===== src/hw/rtl/tts_pkg.sv =====
// Package for the tap tempo step arpeggiator: shared constants, types and tables.
// Used by the divider, the top level and the testbench.
package tts_pkg;

  localparam int TAP_HISTORY_DEF    = 4;
  localparam int MAX_STEPS_DEF      = 16;
  localparam int MAX_TICKS_DEF      = 8;

  localparam int DIV_W              = 32;
  localparam int TAP_SUM_W          = 17;
  localparam int BEAT_W             = 16;
  localparam int CFG_IDX_W          = 3;
  localparam int CFG_DATA_W         = 64;

  localparam logic [31:0] MS_PER_MINUTE = 32'd60000;
  localparam logic [31:0] MAX_TAP_GAP   = 32'd5000;
  localparam logic [3:0]  TOP_CODE      = 4'd12;
  localparam logic [7:0]  SUBS_DEFAULT  = 8'd4;

  // Item modes.
  localparam logic [1:0] MODE_UPDATE = 2'd0;
  localparam logic [1:0] MODE_TAP    = 2'd1;
  localparam logic [1:0] MODE_START  = 2'd2;
  localparam logic [1:0] MODE_STOP   = 2'd3;

  // Configuration register indexes.
  localparam logic [CFG_IDX_W-1:0] REG_STEP_COUNT   = 3'd0;
  localparam logic [CFG_IDX_W-1:0] REG_INTERVALS    = 3'd1;
  localparam logic [CFG_IDX_W-1:0] REG_TICK_SUBS    = 3'd2;
  localparam logic [CFG_IDX_W-1:0] REG_INIT_TEMPO   = 3'd3;
  localparam logic [CFG_IDX_W-1:0] REG_DEF_TEMPO    = 3'd4;
  localparam logic [CFG_IDX_W-1:0] REG_MIN_TEMPO    = 3'd5;
  localparam logic [CFG_IDX_W-1:0] REG_MAX_TEMPO    = 3'd6;
  localparam logic [CFG_IDX_W-1:0] REG_LED_PULSE    = 3'd7;

  typedef enum logic [3:0] {
    S_IDLE,
    S_TAP_LOAD,
    S_TAP_SUM,
    S_AVG_WAIT,
    S_BPM_WAIT,
    S_BEAT_WAIT,
    S_TICK_WAIT,
    S_PHASE_WAIT,
    S_PHASE_APPLY,
    S_TICK_CHK,
    S_EMIT,
    S_CLOSE
  } state_t;

  // Request to and answer from the shared divider.
  typedef struct packed {
    logic             start;
    logic [DIV_W-1:0] dividend;
    logic [DIV_W-1:0] divisor;
  } div_req_t;

  typedef struct packed {
    logic             busy;
    logic             done;
    logic [DIV_W-1:0] quotient;
  } div_rsp_t;

  // Pitch command bytes for each saturated interval code.
  function automatic logic [13:0] pitch_entry(input logic [3:0] code);
    logic [13:0] e;
    unique case (code)
      4'd0:    e = {7'd25, 7'd0};
      4'd1:    e = {7'd4, 7'd25};
      4'd2:    e = {7'd4, 7'd51};
      4'd3:    e = {7'd4, 7'd76};
      4'd4:    e = {7'd4, 7'd101};
      4'd5:    e = {7'd4, 7'd127};
      4'd6:    e = {7'd3, 7'd109};
      4'd7:    e = {7'd3, 7'd127};
      4'd8:    e = {7'd2, 7'd85};
      4'd9:    e = {7'd2, 7'd95};
      4'd10:   e = {7'd2, 7'd106};
      4'd11:   e = {7'd2, 7'd116};
      default: e = {7'd2, 7'd127};
    endcase
    return e;
  endfunction

endpackage


===== src/hw/rtl/tts_if.sv =====
// Valid/ready channel interfaces for input items and result items.
// Depends on nothing but the port widths of the block.
interface tts_in_if;
  logic        valid;
  logic        ready;
  logic [1:0]  mode;
  logic [31:0] now_ms;
  modport source (output valid, mode, now_ms, input ready);
  modport sink (input valid, mode, now_ms, output ready);
endinterface

interface tts_out_if;
  logic       valid;
  logic       ready;
  logic       is_command;
  logic [6:0] command_first;
  logic [6:0] command_second;
  logic       beat_led;
  logic       last_of_run;
  modport source (output valid, is_command, command_first, command_second, beat_led,
                  last_of_run, input ready);
  modport sink (input valid, is_command, command_first, command_second, beat_led,
                last_of_run, output ready);
endinterface


===== src/hw/rtl/tap_tempo_step_arpeggiator_unit.sv =====
// Tap tempo step arpeggiator: sequencer around one shared divider.
// Depends on tts_pkg, the channel interfaces in tts_if and tts_div.
//
// The block takes one item at a time and holds ready low until the closing
// status item of that item has been taken. Start, stop and an update while
// stopped go from the accept straight to the closing item. A tap loads the
// tap history, walks it one gap at a time and, if any gap is valid, runs two
// divisions (mean gap, then tempo) before the closing item. An update while
// playing runs three divisions on the shared 32-bit divider (beat period,
// tick period, beat phase) and the phase step, then alternates tick checks
// and command items until no tick is due and ends with the closing item;
// output stalls hold those items. The divider yields one quotient bit per cycle.
module tap_tempo_step_arpeggiator_unit #(
  parameter int TAP_HISTORY          = tts_pkg::TAP_HISTORY_DEF,
  parameter int MAX_STEPS            = tts_pkg::MAX_STEPS_DEF,
  parameter int MAX_TICKS_PER_UPDATE = tts_pkg::MAX_TICKS_DEF
) (
  input  logic                           clk,
  input  logic                           rst,
  tts_in_if.sink                         event_ch,
  tts_out_if.source                      result_ch,
  input  logic                           cfg_we,
  input  logic [tts_pkg::CFG_IDX_W-1:0]  cfg_index,
  input  logic [tts_pkg::CFG_DATA_W-1:0] cfg_data
);

  localparam int STEP_W = (MAX_STEPS > 1) ? $clog2(MAX_STEPS) : 1;
  localparam int GAP_W  = $clog2(TAP_HISTORY);
  localparam int CNT_W  = $clog2(TAP_HISTORY);
  localparam int TN_W   = $clog2(MAX_TICKS_PER_UPDATE + 1);

  // Configuration registers.
  logic [4:0]  step_count;
  logic [63:0] step_intervals;
  logic [7:0]  tick_subdivisions;
  logic [9:0]  initial_tempo_bpm;
  logic [9:0]  default_tempo_bpm;
  logic [9:0]  min_tempo_bpm;
  logic [9:0]  max_tempo_bpm;
  logic [15:0] led_pulse_ms;

  // Block state.
  logic [31:0]            tap_times [TAP_HISTORY];
  logic [TAP_HISTORY-1:0] tap_valid;
  logic [9:0]             tapped_tempo;
  logic [9:0]             current_tempo;
  logic                   playing;
  logic [STEP_W-1:0]      step_index;
  logic [31:0]            last_beat_ms;
  logic [31:0]            last_tick_ms;
  logic                   led_on;

  // Working registers of the sequencer.
  tts_pkg::state_t        state, state_next;
  logic [31:0]            now_r;
  logic [31:0]            scan [TAP_HISTORY];
  logic [TAP_HISTORY-1:0] scan_valid;
  logic [GAP_W-1:0]       gap_idx;
  logic [tts_pkg::TAP_SUM_W-1:0] gap_sum;
  logic [CNT_W-1:0]       gap_cnt;
  logic [tts_pkg::BEAT_W-1:0] beat;
  logic [tts_pkg::BEAT_W-1:0] tick;
  logic [31:0]            phase_prod;
  logic [TN_W-1:0]        tick_n;
  logic                   out_cmd;
  logic [6:0]             out_first;
  logic [6:0]             out_second;

  tts_pkg::div_req_t div_req;
  tts_pkg::div_rsp_t div_rsp;

  tts_div u_div (
    .clk (clk),
    .rst (rst),
    .req (div_req),
    .rsp (div_rsp)
  );

  // Combinational helpers.
  logic        in_take, out_take, cfg_hit;
  logic [31:0] gap;
  logic        gap_ok;
  logic [tts_pkg::TAP_SUM_W-1:0] sum_new;
  logic [CNT_W-1:0] cnt_new;
  logic        gap_last;
  logic [9:0]  tempo_sel;
  logic [7:0]  subs;
  logic        odd_count;
  logic [4:0]  steps;
  logic [31:0] beat_d;
  logic [31:0] tick_d;
  logic        tick_due;
  logic [3:0]  raw_code;
  logic [3:0]  code;
  logic [13:0] entry;
  logic [31:0] bpm_raw, bpm_lo, bpm_clamped;
  logic [STEP_W:0] step_inc;
  logic [tts_pkg::BEAT_W-1:0] tick_q;

  assign in_take  = event_ch.valid && event_ch.ready;
  assign out_take = result_ch.valid && result_ch.ready;
  assign cfg_hit  = cfg_we;

  // Gap between the two newest entries of the scan window.
  assign gap      = scan[0] - scan[1];
  assign gap_ok   = scan_valid[0] && scan_valid[1] && (gap != 32'd0) &&
                    (gap <= tts_pkg::MAX_TAP_GAP);
  assign sum_new  = gap_ok ? gap_sum + tts_pkg::TAP_SUM_W'(gap) : gap_sum;
  assign cnt_new  = gap_ok ? gap_cnt + 1'b1 : gap_cnt;
  assign gap_last = (gap_idx == GAP_W'(TAP_HISTORY - 2));

  // Tempo and sequence selection for an update.
  always_comb begin
    tempo_sel = (current_tempo != 10'd0) ? current_tempo : default_tempo_bpm;
    if (tempo_sel == 10'd0) begin
      tempo_sel = 10'd1;
    end
  end
  assign subs      = (tick_subdivisions == 8'd0) ? tts_pkg::SUBS_DEFAULT : tick_subdivisions;
  assign odd_count = (step_count == 5'd0) || (32'(step_count) > 32'(MAX_STEPS));
  assign steps     = odd_count ? 5'd1 : step_count;
  assign beat_d    = now_r - last_beat_ms;
  assign tick_d    = now_r - last_tick_ms;
  assign tick_due  = (tick_d >= 32'(tick)) && (32'(tick_n) < 32'(MAX_TICKS_PER_UPDATE));
  assign tick_q    = div_rsp.quotient[tts_pkg::BEAT_W-1:0];

  // Interval code of the current step, saturated, and its table entry.
  assign raw_code = odd_count ? 4'd0 : step_intervals[{2'b00, step_index[STEP_W-1:0]} * 4 +: 4];
  assign code     = (raw_code > tts_pkg::TOP_CODE) ? tts_pkg::TOP_CODE : raw_code;
  assign entry    = tts_pkg::pitch_entry(code);
  assign step_inc = {1'b0, step_index} + 1'b1;

  // Tapped tempo clamp: minimum first, then maximum.
  assign bpm_raw     = div_rsp.quotient;
  assign bpm_lo      = (bpm_raw < 32'(min_tempo_bpm)) ? 32'(min_tempo_bpm) : bpm_raw;
  assign bpm_clamped = (bpm_lo > 32'(max_tempo_bpm)) ? 32'(max_tempo_bpm) : bpm_lo;

  // State register.
  always_ff @(posedge clk) begin
    if (rst) begin
      state <= tts_pkg::S_IDLE;
    end else begin
      state <= state_next;
    end
  end

  // Next state and divider requests.
  always_comb begin
    state_next       = state;
    div_req.start    = 1'b0;
    div_req.dividend = '0;
    div_req.divisor  = '0;
    unique case (state)
      tts_pkg::S_IDLE: begin
        if (in_take) begin
          if (event_ch.mode == tts_pkg::MODE_TAP) begin
            state_next = tts_pkg::S_TAP_LOAD;
          end else if (event_ch.mode == tts_pkg::MODE_UPDATE && playing) begin
            div_req.start    = 1'b1;
            div_req.dividend = tts_pkg::MS_PER_MINUTE;
            div_req.divisor  = 32'(tempo_sel);
            state_next       = tts_pkg::S_BEAT_WAIT;
          end else begin
            state_next = tts_pkg::S_CLOSE;
          end
        end
      end
      tts_pkg::S_TAP_LOAD: state_next = tts_pkg::S_TAP_SUM;
      tts_pkg::S_TAP_SUM: begin
        if (gap_last) begin
          if (cnt_new == '0) begin
            state_next = tts_pkg::S_CLOSE;
          end else begin
            div_req.start    = 1'b1;
            div_req.dividend = 32'(sum_new);
            div_req.divisor  = 32'(cnt_new);
            state_next       = tts_pkg::S_AVG_WAIT;
          end
        end
      end
      tts_pkg::S_AVG_WAIT: begin
        if (div_rsp.done) begin
          div_req.start    = 1'b1;
          div_req.dividend = tts_pkg::MS_PER_MINUTE;
          div_req.divisor  = div_rsp.quotient;
          state_next       = tts_pkg::S_BPM_WAIT;
        end
      end
      tts_pkg::S_BPM_WAIT: begin
        if (div_rsp.done) begin
          state_next = tts_pkg::S_CLOSE;
        end
      end
      tts_pkg::S_BEAT_WAIT: begin
        if (div_rsp.done) begin
          div_req.start    = 1'b1;
          div_req.dividend = div_rsp.quotient;
          div_req.divisor  = 32'(subs);
          state_next       = tts_pkg::S_TICK_WAIT;
        end
      end
      tts_pkg::S_TICK_WAIT: begin
        if (div_rsp.done) begin
          div_req.start    = 1'b1;
          div_req.dividend = beat_d;
          div_req.divisor  = 32'(beat);
          state_next       = tts_pkg::S_PHASE_WAIT;
        end
      end
      tts_pkg::S_PHASE_WAIT: begin
        if (div_rsp.done) begin
          state_next = tts_pkg::S_PHASE_APPLY;
        end
      end
      tts_pkg::S_PHASE_APPLY: state_next = tts_pkg::S_TICK_CHK;
      tts_pkg::S_TICK_CHK: state_next = tick_due ? tts_pkg::S_EMIT : tts_pkg::S_CLOSE;
      tts_pkg::S_EMIT: begin
        if (out_take) begin
          state_next = tts_pkg::S_TICK_CHK;
        end
      end
      tts_pkg::S_CLOSE: begin
        if (out_take) begin
          state_next = tts_pkg::S_IDLE;
        end
      end
      default: state_next = tts_pkg::S_IDLE;
    endcase
  end

  // Configuration, block state and working registers.
  always_ff @(posedge clk) begin
    if (rst) begin
      step_count        <= 5'd1;
      step_intervals    <= '0;
      tick_subdivisions <= 8'd4;
      initial_tempo_bpm <= 10'd0;
      default_tempo_bpm <= 10'd120;
      min_tempo_bpm     <= 10'd30;
      max_tempo_bpm     <= 10'd300;
      led_pulse_ms      <= 16'd50;
      for (int i = 0; i < TAP_HISTORY; i++) begin
        tap_times[i] <= '0;
      end
      tap_valid     <= '0;
      tapped_tempo  <= 10'd120;
      current_tempo <= 10'd120;
      playing       <= 1'b0;
      step_index    <= '0;
      last_beat_ms  <= '0;
      last_tick_ms  <= '0;
      led_on        <= 1'b0;
    end else begin
      // Register writes; every write reloads the tempo and the step, unless a state below sets them.
      if (cfg_hit) begin
        unique case (cfg_index)
          tts_pkg::REG_STEP_COUNT: step_count        <= cfg_data[4:0];
          tts_pkg::REG_INTERVALS:  step_intervals    <= cfg_data;
          tts_pkg::REG_TICK_SUBS:  tick_subdivisions <= cfg_data[7:0];
          tts_pkg::REG_INIT_TEMPO: initial_tempo_bpm <= cfg_data[9:0];
          tts_pkg::REG_DEF_TEMPO:  default_tempo_bpm <= cfg_data[9:0];
          tts_pkg::REG_MIN_TEMPO:  min_tempo_bpm     <= cfg_data[9:0];
          tts_pkg::REG_MAX_TEMPO:  max_tempo_bpm     <= cfg_data[9:0];
          tts_pkg::REG_LED_PULSE:  led_pulse_ms      <= cfg_data[15:0];
          default: ;
        endcase
        if (cfg_index == tts_pkg::REG_INIT_TEMPO) begin
          current_tempo <= (cfg_data[9:0] == 10'd0) ? default_tempo_bpm : cfg_data[9:0];
        end else if (cfg_index == tts_pkg::REG_DEF_TEMPO) begin
          current_tempo <= (initial_tempo_bpm == 10'd0) ? cfg_data[9:0] : initial_tempo_bpm;
        end else begin
          current_tempo <= (initial_tempo_bpm == 10'd0) ? default_tempo_bpm
                                                        : initial_tempo_bpm;
        end
        step_index <= '0;
      end

      unique case (state)
        tts_pkg::S_IDLE: begin
          if (in_take) begin
            now_r <= event_ch.now_ms;
            priority case (event_ch.mode)
              tts_pkg::MODE_TAP: begin
                for (int i = TAP_HISTORY - 1; i > 0; i--) begin
                  tap_times[i] <= tap_times[i-1];
                end
                tap_times[0] <= event_ch.now_ms;
                tap_valid    <= {tap_valid[TAP_HISTORY-2:0], 1'b1};
                step_index   <= '0;
                last_beat_ms <= event_ch.now_ms;
                last_tick_ms <= event_ch.now_ms;
                led_on       <= 1'b1;
              end
              tts_pkg::MODE_START: begin
                playing      <= 1'b1;
                step_index   <= '0;
                last_beat_ms <= event_ch.now_ms;
                last_tick_ms <= event_ch.now_ms;
                led_on       <= 1'b1;
              end
              tts_pkg::MODE_STOP: begin
                playing <= 1'b0;
                led_on  <= 1'b0;
              end
              default: begin
                if (!playing) begin
                  led_on <= 1'b0;
                end
              end
            endcase
          end
        end
        tts_pkg::S_TAP_LOAD: begin
          scan       <= tap_times;
          scan_valid <= tap_valid;
          gap_idx    <= '0;
          gap_sum    <= '0;
          gap_cnt    <= '0;
        end
        tts_pkg::S_TAP_SUM: begin
          // Walk the history one gap a cycle.
          for (int i = 0; i < TAP_HISTORY - 1; i++) begin
            scan[i] <= scan[i+1];
          end
          scan_valid <= scan_valid >> 1;
          gap_idx    <= gap_idx + 1'b1;
          gap_sum    <= sum_new;
          gap_cnt    <= cnt_new;
          if (gap_last && cnt_new == '0 && tap_valid[1]) begin
            current_tempo <= tapped_tempo;
          end
        end
        tts_pkg::S_BPM_WAIT: begin
          if (div_rsp.done) begin
            tapped_tempo <= bpm_clamped[9:0];
            if (tap_valid[1]) begin
              current_tempo <= bpm_clamped[9:0];
            end
          end
        end
        tts_pkg::S_BEAT_WAIT: begin
          if (div_rsp.done) begin
            beat <= div_rsp.quotient[tts_pkg::BEAT_W-1:0];
          end
        end
        tts_pkg::S_TICK_WAIT: begin
          if (div_rsp.done) begin
            tick <= (tick_q == '0) ? tts_pkg::BEAT_W'(1) : tick_q;
          end
        end
        tts_pkg::S_PHASE_WAIT: begin
          if (div_rsp.done) begin
            phase_prod <= 32'(div_rsp.quotient * beat);
          end
        end
        tts_pkg::S_PHASE_APPLY: begin
          // Beat phase and pulse LED for this update.
          if (beat_d >= 32'(beat)) begin
            last_beat_ms <= last_beat_ms + phase_prod;
            led_on       <= 1'b1;
          end else if (beat_d >= 32'(led_pulse_ms)) begin
            led_on <= 1'b0;
          end
          tick_n <= '0;
        end
        tts_pkg::S_EMIT: begin
          if (out_take) begin
            step_index   <= (step_inc == (STEP_W+1)'(steps)) ? '0 : step_inc[STEP_W-1:0];
            last_tick_ms <= last_tick_ms + 32'(tick);
            tick_n       <= tick_n + 1'b1;
          end
        end
        default: ;
      endcase
    end
  end

  // Output register: loaded when the sequencer enters an emitting state.
  always_ff @(posedge clk) begin
    if (state_next == tts_pkg::S_EMIT && state == tts_pkg::S_TICK_CHK) begin
      out_cmd    <= 1'b1;
      out_first  <= entry[13:7];
      out_second <= entry[6:0];
    end else if (state_next == tts_pkg::S_CLOSE && state != tts_pkg::S_CLOSE) begin
      out_cmd    <= 1'b0;
      out_first  <= '0;
      out_second <= '0;
    end
  end

  assign event_ch.ready           = (state == tts_pkg::S_IDLE);
  assign result_ch.valid          = (state == tts_pkg::S_EMIT) || (state == tts_pkg::S_CLOSE);
  assign result_ch.is_command     = out_cmd;
  assign result_ch.command_first  = out_first;
  assign result_ch.command_second = out_second;
  assign result_ch.beat_led       = led_on;
  assign result_ch.last_of_run    = ~out_cmd;

  // No new item is taken while a result is on offer.
  a_no_overlap: assert property (@(posedge clk) disable iff (rst)
    result_ch.valid |-> !event_ch.ready) else $error("input taken during output");
  // The command count per update stays within its bound.
  a_tick_bound: assert property (@(posedge clk) disable iff (rst)
    (state == tts_pkg::S_EMIT) |-> (32'(tick_n) < 32'(MAX_TICKS_PER_UPDATE)))
    else $error("too many commands in one update");
  // A command item is never the closing item and is followed by another item.
  a_cmd_not_last: assert property (@(posedge clk) disable iff (rst)
    (result_ch.valid && out_cmd) |-> !result_ch.last_of_run)
    else $error("command item marked last");
  // The step index never leaves the sequence.
  a_step_range: assert property (@(posedge clk) disable iff (rst)
    (state == tts_pkg::S_TICK_CHK) |-> (32'(step_index) < 32'(steps)))
    else $error("step index out of range");

endmodule


===== src/hw/rtl/tts_div.sv =====
// Shared iterative unsigned divider, one quotient bit per cycle.
// Depends on tts_pkg for the request and answer structs.
module tts_div (
  input  logic              clk,
  input  logic              rst,
  input  tts_pkg::div_req_t req,
  output tts_pkg::div_rsp_t rsp
);

  localparam int CNT_W = $clog2(tts_pkg::DIV_W + 1);

  logic [tts_pkg::DIV_W-1:0] rem;
  logic [tts_pkg::DIV_W-1:0] quo;
  logic [tts_pkg::DIV_W-1:0] dvs;
  logic [CNT_W-1:0]          cnt;
  logic                      busy;
  logic                      done;
  logic [tts_pkg::DIV_W:0]   trial;
  logic [tts_pkg::DIV_W:0]   shifted;

  // Trial subtraction of the divisor from the shifted partial remainder.
  assign shifted = {rem, quo[tts_pkg::DIV_W-1]};
  assign trial   = shifted - {1'b0, dvs};

  always_ff @(posedge clk) begin
    if (rst) begin
      busy <= 1'b0;
      done <= 1'b0;
      cnt  <= '0;
    end else begin
      done <= 1'b0;
      if (req.start) begin
        busy <= 1'b1;
        cnt  <= CNT_W'(tts_pkg::DIV_W);
        rem  <= '0;
        quo  <= req.dividend;
        dvs  <= req.divisor;
      end else if (busy) begin
        if (!trial[tts_pkg::DIV_W]) begin
          rem <= trial[tts_pkg::DIV_W-1:0];
          quo <= {quo[tts_pkg::DIV_W-2:0], 1'b1};
        end else begin
          rem <= shifted[tts_pkg::DIV_W-1:0];
          quo <= {quo[tts_pkg::DIV_W-2:0], 1'b0};
        end
        cnt <= cnt - 1'b1;
        if (cnt == CNT_W'(1)) begin
          busy <= 1'b0;
          done <= 1'b1;
        end
      end
    end
  end

  assign rsp.busy     = busy;
  assign rsp.done     = done;
  assign rsp.quotient = quo;

  // A new division is only started while the unit is free.
  a_start_free: assert property (@(posedge clk) disable iff (rst) req.start |-> !busy)
    else $error("divider started while busy");
  // The done pulse lasts one cycle and leaves the unit free.
  a_done_pulse: assert property (@(posedge clk) disable iff (rst) done |-> !busy)
    else $error("divider done while busy");
  a_done_after_busy: assert property (@(posedge clk) disable iff (rst)
    done |-> $past(busy)) else $error("divider done without a division");

endmodule


===== src/flat_wrapper.sv =====
// flat-port wrapper written by rule: the top's interface ports become plain ports
module tap_tempo_step_arpeggiator_unit_flat 
#(
  parameter int TAP_HISTORY          = tts_pkg::TAP_HISTORY_DEF,
  parameter int MAX_STEPS            = tts_pkg::MAX_STEPS_DEF,
  parameter int MAX_TICKS_PER_UPDATE = tts_pkg::MAX_TICKS_DEF
)
  (clk, rst, cfg_we, cfg_index, cfg_data, event_ch_valid, event_ch_mode, event_ch_now_ms, event_ch_ready, result_ch_valid, result_ch_is_command, result_ch_command_first, result_ch_command_second, result_ch_beat_led, result_ch_last_of_run, result_ch_ready);
  tts_in_if event_ch_i ();
  tts_out_if result_ch_i ();
  input  logic clk;
  input  logic rst;
  input  logic cfg_we;
  input  logic [tts_pkg::CFG_IDX_W-1:0] cfg_index;
  input  logic [tts_pkg::CFG_DATA_W-1:0] cfg_data;
  input wire logic [$bits(event_ch_i.valid)-1:0] event_ch_valid;
  input wire logic [$bits(event_ch_i.mode)-1:0] event_ch_mode;
  input wire logic [$bits(event_ch_i.now_ms)-1:0] event_ch_now_ms;
  output wire logic [$bits(event_ch_i.ready)-1:0] event_ch_ready;
  output wire logic [$bits(result_ch_i.valid)-1:0] result_ch_valid;
  output wire logic [$bits(result_ch_i.is_command)-1:0] result_ch_is_command;
  output wire logic [$bits(result_ch_i.command_first)-1:0] result_ch_command_first;
  output wire logic [$bits(result_ch_i.command_second)-1:0] result_ch_command_second;
  output wire logic [$bits(result_ch_i.beat_led)-1:0] result_ch_beat_led;
  output wire logic [$bits(result_ch_i.last_of_run)-1:0] result_ch_last_of_run;
  input wire logic [$bits(result_ch_i.ready)-1:0] result_ch_ready;
  assign event_ch_i.valid = event_ch_valid;
  assign event_ch_i.mode = event_ch_mode;
  assign event_ch_i.now_ms = event_ch_now_ms;
  assign event_ch_ready = event_ch_i.ready;
  assign result_ch_valid = result_ch_i.valid;
  assign result_ch_is_command = result_ch_i.is_command;
  assign result_ch_command_first = result_ch_i.command_first;
  assign result_ch_command_second = result_ch_i.command_second;
  assign result_ch_beat_led = result_ch_i.beat_led;
  assign result_ch_last_of_run = result_ch_i.last_of_run;
  assign result_ch_i.ready = result_ch_ready;
  tap_tempo_step_arpeggiator_unit #(.TAP_HISTORY(TAP_HISTORY), .MAX_STEPS(MAX_STEPS), .MAX_TICKS_PER_UPDATE(MAX_TICKS_PER_UPDATE)) u_core (.clk(clk), .rst(rst), .event_ch(event_ch_i), .result_ch(result_ch_i), .cfg_we(cfg_we), .cfg_index(cfg_index), .cfg_data(cfg_data));
endmodule

===== config.mk =====
export PLATFORM = sky130hd
export DESIGN_NAME = tap_tempo_step_arpeggiator_unit_flat
export DESIGN_NICKNAME = d
export VERILOG_FILES = /design/src/hw/rtl/tts_pkg.sv /design/src/hw/rtl/tts_if.sv /design/src/hw/rtl/tap_tempo_step_arpeggiator_unit.sv /design/src/hw/rtl/tts_div.sv /design/src/flat_wrapper.sv
export SDC_FILE = /design/constraint.sdc
export NUM_CORES = 2
export LEC_CHECK = 0
export BUFFER_PORTS_ARGS = -buffer_cell sky130_fd_sc_hd__buf_2
export CORE_MARGIN = 1
export CORE_UTILIZATION = 60
export DETAILED_ROUTE_END_ITERATION = 7
export PLACE_DENSITY = 0.77
export SLEW_MARGIN = 10
export SYNTH_ARGS = -nofsm -noshare
export SYNTH_HDL_FRONTEND = slang
export SYNTH_SLANG_ARGS = --single-unit
export TNS_END_PERCENT = 50

===== constraint.sdc =====
create_clock -name clk -period 41.1 [get_ports clk]
set_clock_uncertainty 0.2 [all_clocks]
set_input_delay 8.22 -clock clk [delete_from_list [all_inputs] [get_ports clk]]
set_output_delay 8.22 -clock clk [all_outputs]
set_load 0.005 [all_outputs]

==> results.sh <==
export IMPL_overflow=0
export IMPL_area_growth_syn_to_layout_pct=8.212
export IMPL_hold_class="flop to flop"
export IMPL_netlist_instances=6009
export IMPL_syn_mean_instance_area_sq_um=8.763
export IMPL_clock_path_buffers=3
export IMPL_critPathArrivalTime_ps=2530
export IMPL_synth_top_area_share=0.2053
export IMPL_first_global_vias=42339
export IMPL_drv_slew=0
export IMPL_grt_first_pass_wirelength_um=236000
export IMPL_grt_max_degree=109
export IMPL_required_ps=32680
export IMPL_clock_power_share=0.263
export IMPL_die_w_um=298.2
export IMPL_die_area_sq_um=88950
export IMPL_path_clk_slew_ps=70
export IMPL_async_reset_ff_frac=0
export IMPL_dp_hpwl_um=110400
export IMPL_die_y_um=298.2
export IMPL_synthFlopType="dfxtp_1"
export IMPL_globalplace_congestion=1.000
export IMPL_clock_latency_ps=660
export IMPL_start_util=0.6060
export IMPL_min_from="u_core.tap_times[2]$_SDFFE_PP0P_"
export IMPL_swShare=0.3822
export IMPL_ant_nets=0
export IMPL_rows=108
export IMPL_fin_crit_ps=10950
export IMPL_fmax_ghz=0.09136
export IMPL_synth_area_leaders="edfxtp_1 (21%), dfxtp_1 (14%), fa_1 (12%)"
export IMPL_cts_resized=0
export IMPL_rsz0062_at_grt="false"
export IMPL_cts_tree="done"
export IMPL_finalInstanceArea_sq_um=56980
export IMPL_ys_seq_elements=728
export IMPL_pwr_share_seq=0.303
export IMPL_core_sq_um=86890
export IMPL_hold_slack_ps=221.8
export IMPL_setup_tns_ps=0
export IMPL_place_area_sq_um=54040
export IMPL_setup_viol=0
export IMPL_synth_distinct_cells=98
export IMPL_power_density_nw_per_um2=52.13
export IMPL_drt_iter0_drc=4484
export IMPL_worst_setup_path_end_kind="primary output"
export IMPL_relSlewSlack=0.1800
export IMPL_hold_viol_final=0
export IMPL_leakage_nw=23.24
export IMPL_fin_crit_sh=0.2663
export IMPL_min_to="u_core.scan[2]$_DFFE_PP_"
export IMPL_synth_edff_count=360
export IMPL_synth_area_sq_um=52660
export IMPL_min_path_cells=0
export IMPL_drcViolationCount=0
export IMPL_yosysSeqAreaShare=0.3452
export IMPL_p_comb_frac=0.434
export IMPL_r2r_slack_ps=33550
export IMPL_cts_max_level=3
export IMPL_wire_per_inst_um=21.22
export IMPL_yosysTopAreaCell="edfxtp_1"
export IMPL_r2r_end="u_core.phase_prod[30]$_DFFE_PP_"
export IMPL_drive_above_1_share=0.07073
export IMPL_p_int_mw=1.835
export IMPL_nFillCells=7079
export IMPL_cts_buffers=80
export IMPL_cts_sinks=728
export IMPL_wl_um=152200
export IMPL_grt_antenna_before_repair=10
export IMPL_cp_max_fo=14
export IMPL_yosysMostFrequentCell="nand2_1"
export IMPL_worstMarginPinSlew_ps=1225
export IMPL_grt_util_all_layers=0.3388
export IMPL_final_nets=6695
export IMPL_outcome="completed"
export IMPL_io_buffers=122
export IMPL_netlist_top_cells_count="nand2_1 (1257), inv_1 (557), a21oi_1 (535)"
export IMPL_r2r_cells=23
export IMPL_firstDrtPassIters=8
export IMPL_cp_start_kind="flop"
export IMPL_max_cap_violations=0
export IMPL_reg2reg_from="u_core.beat[3]$_DFFE_PP_"
export IMPL_vias=43880
export IMPL_p_sw_mw=1.135
export IMPL_ctsHoldBuffers=0
export IMPL_worstSetupPathType="flop to primary output"
export IMPL_final_util=0.6558
export IMPL_peakVddDrop_uv=35.79
export IMPL_yosysWarnings=0
export IMPL_vias_per_cell=6.117
export IMPL_io_pins=125
export IMPL_post_cts_buffers=0
export IMPL_cts_root_buf="clkbuf_16"
==> worst max-delay path: stages, from the launching register on <==
cell and delay, ps:
dfxtp_1 680, nand2b_1 470, nor2_1 520, buf_2 200
==> stage by stage <==
stage	setup slack [ps]	power, mW	instances
finish	30150	2.971	7174
global placement	29840	2.139	7016
floorplan	19940	1.856	6010
CTS	30250	2.955	7164
global route	30120	3.135	7170
detailed placement	29760	2.173	7016
==> cells by family (layout without fill, tap and decap cells) <==
| family | after synthesis | after routing | synth area share |
|---|---|---|---|
| AO/OA/AOI/OAI | 1292 | 1292 | 0.1559 |
| flip-flops | 728 | 728 | 0.3452 |
| AND/OR/NAND/NOR | 2138 | 2138 | 0.1786 |
| adder cells (fa/ha/maj) | 646 | 646 | 0.1978 |
| other | 1 | 12 | 0.00007122 |
| multiplexers | 107 | 107 | 0.02395 |
| XOR/XNOR | 201 | 201 | 0.03343 |
| buffers and inverters | 896 | 895 | 0.06497 |
==> power by group through the flow <==
stage          clock network (mW)  logic [mW]  registers (mW)
2_1_floorplan                   0       0.950           0.906
3_3_place_gp                    0        1.23           0.913
3_5_place_dp                    0        1.26           0.914
4_1_cts                     0.785        1.27           0.899
5_1_grt                     0.810        1.42           0.905
6_report                    0.781        1.29           0.901
==> per-layer routing <==
layer / up-vias / track usage / share of wire
met1: 21104 / 0.4433 / 0.39
met3: 415 / 0.06483 / 0.098
li1: 20262 / - / -
met2: 2099 / 0.5384 / 0.46
met5: - / 0 / 0
met4: 0 / 0.1679 / 0.052
==> layout make-up <==
cell class / instances / area (sq um) / share of cell area
Multi-Input combinational cell: 4386 / 31210 / 0.5477
Sequential cell: 728 / 18180 / 0.3190
Clock buffer: 109 / 2404 / 0.04218
Inverter: 558 / 2095 / 0.03676
Tap cell: 1155 / 1445 / 0.02536
Timing Repair Buffer: 189 / 1124 / 0.01972
Clock inverter: 39 / 501.7 / 0.008805
Antenna cell: 10 / 25.02 / 0.0004392
==> how the worst max path moves through the flow <==
stage                          startpoint                                  to  slack [ps]  depth (start not counted)
2_1_floorplan                         rst     u_core.gap_cnt[0]$_SDFFCE_PN0P_       19940                          3
3_3_place_gp             event_ch_mode[0]  u_core.u_div.rem[17]$_SDFFCE_PN0P_       29840                          8
3_5_place_dp             event_ch_mode[0]  u_core.u_div.rem[18]$_SDFFCE_PN0P_       29760                          8
4_1_cts        u_core.state[3]$_SDFF_PP0_                     result_ch_valid       30250                          3
5_1_grt        u_core.state[3]$_SDFF_PP0_                     result_ch_valid       30120                          3
6_report       u_core.state[3]$_SDFF_PP0_                     result_ch_valid       30150                          3
==> cells in the final DEF (no fill, tap or decap), types with 20 or more instances in the layout <==
cell and instances:
a31oi_1 30, a21o_1 97, and2_1 136, nor2_1 301, xor2_1 75, fa_1 311
a211o_1 27, o21a_1 45, buf_4 67, edfxtp_1 360, nor2b_1 45, o21ai_0 189
buf_2 121, dfxtp_1 368, o211ai_1 23, mux2i_1 75, or3_1 31, nand4_1 29
and3_1 30, clkbuf_16 90, nand2b_1 43, a211oi_1 77, nor4_1 26, ha_1 335
nand2_1 1254, o31ai_1 20, xnor2_1 125, a21oi_1 532, o21bai_1 21, nor3_1 78
inv_1 557, nand3_1 68
==> sequential cells by signal, summed over array words and instances, names as in the netlist, 16 cells and up <==
name	flops
u_core.u_div.dvs	32
u_core.tap_times	128
u_core.u_div.quo	32
u_core.gap_sum	17
u_core.u_div.rem	32
u_core.led_pulse_ms	16
u_core.step_intervals	64
u_core.now_r	32
u_core.last_tick_ms	32
u_core.phase_prod	32
u_core.beat	16
u_core.last_beat_ms	32
u_core.tick	16
u_core.scan	128
No activity file was read; power rests on OpenSTA's default activity.
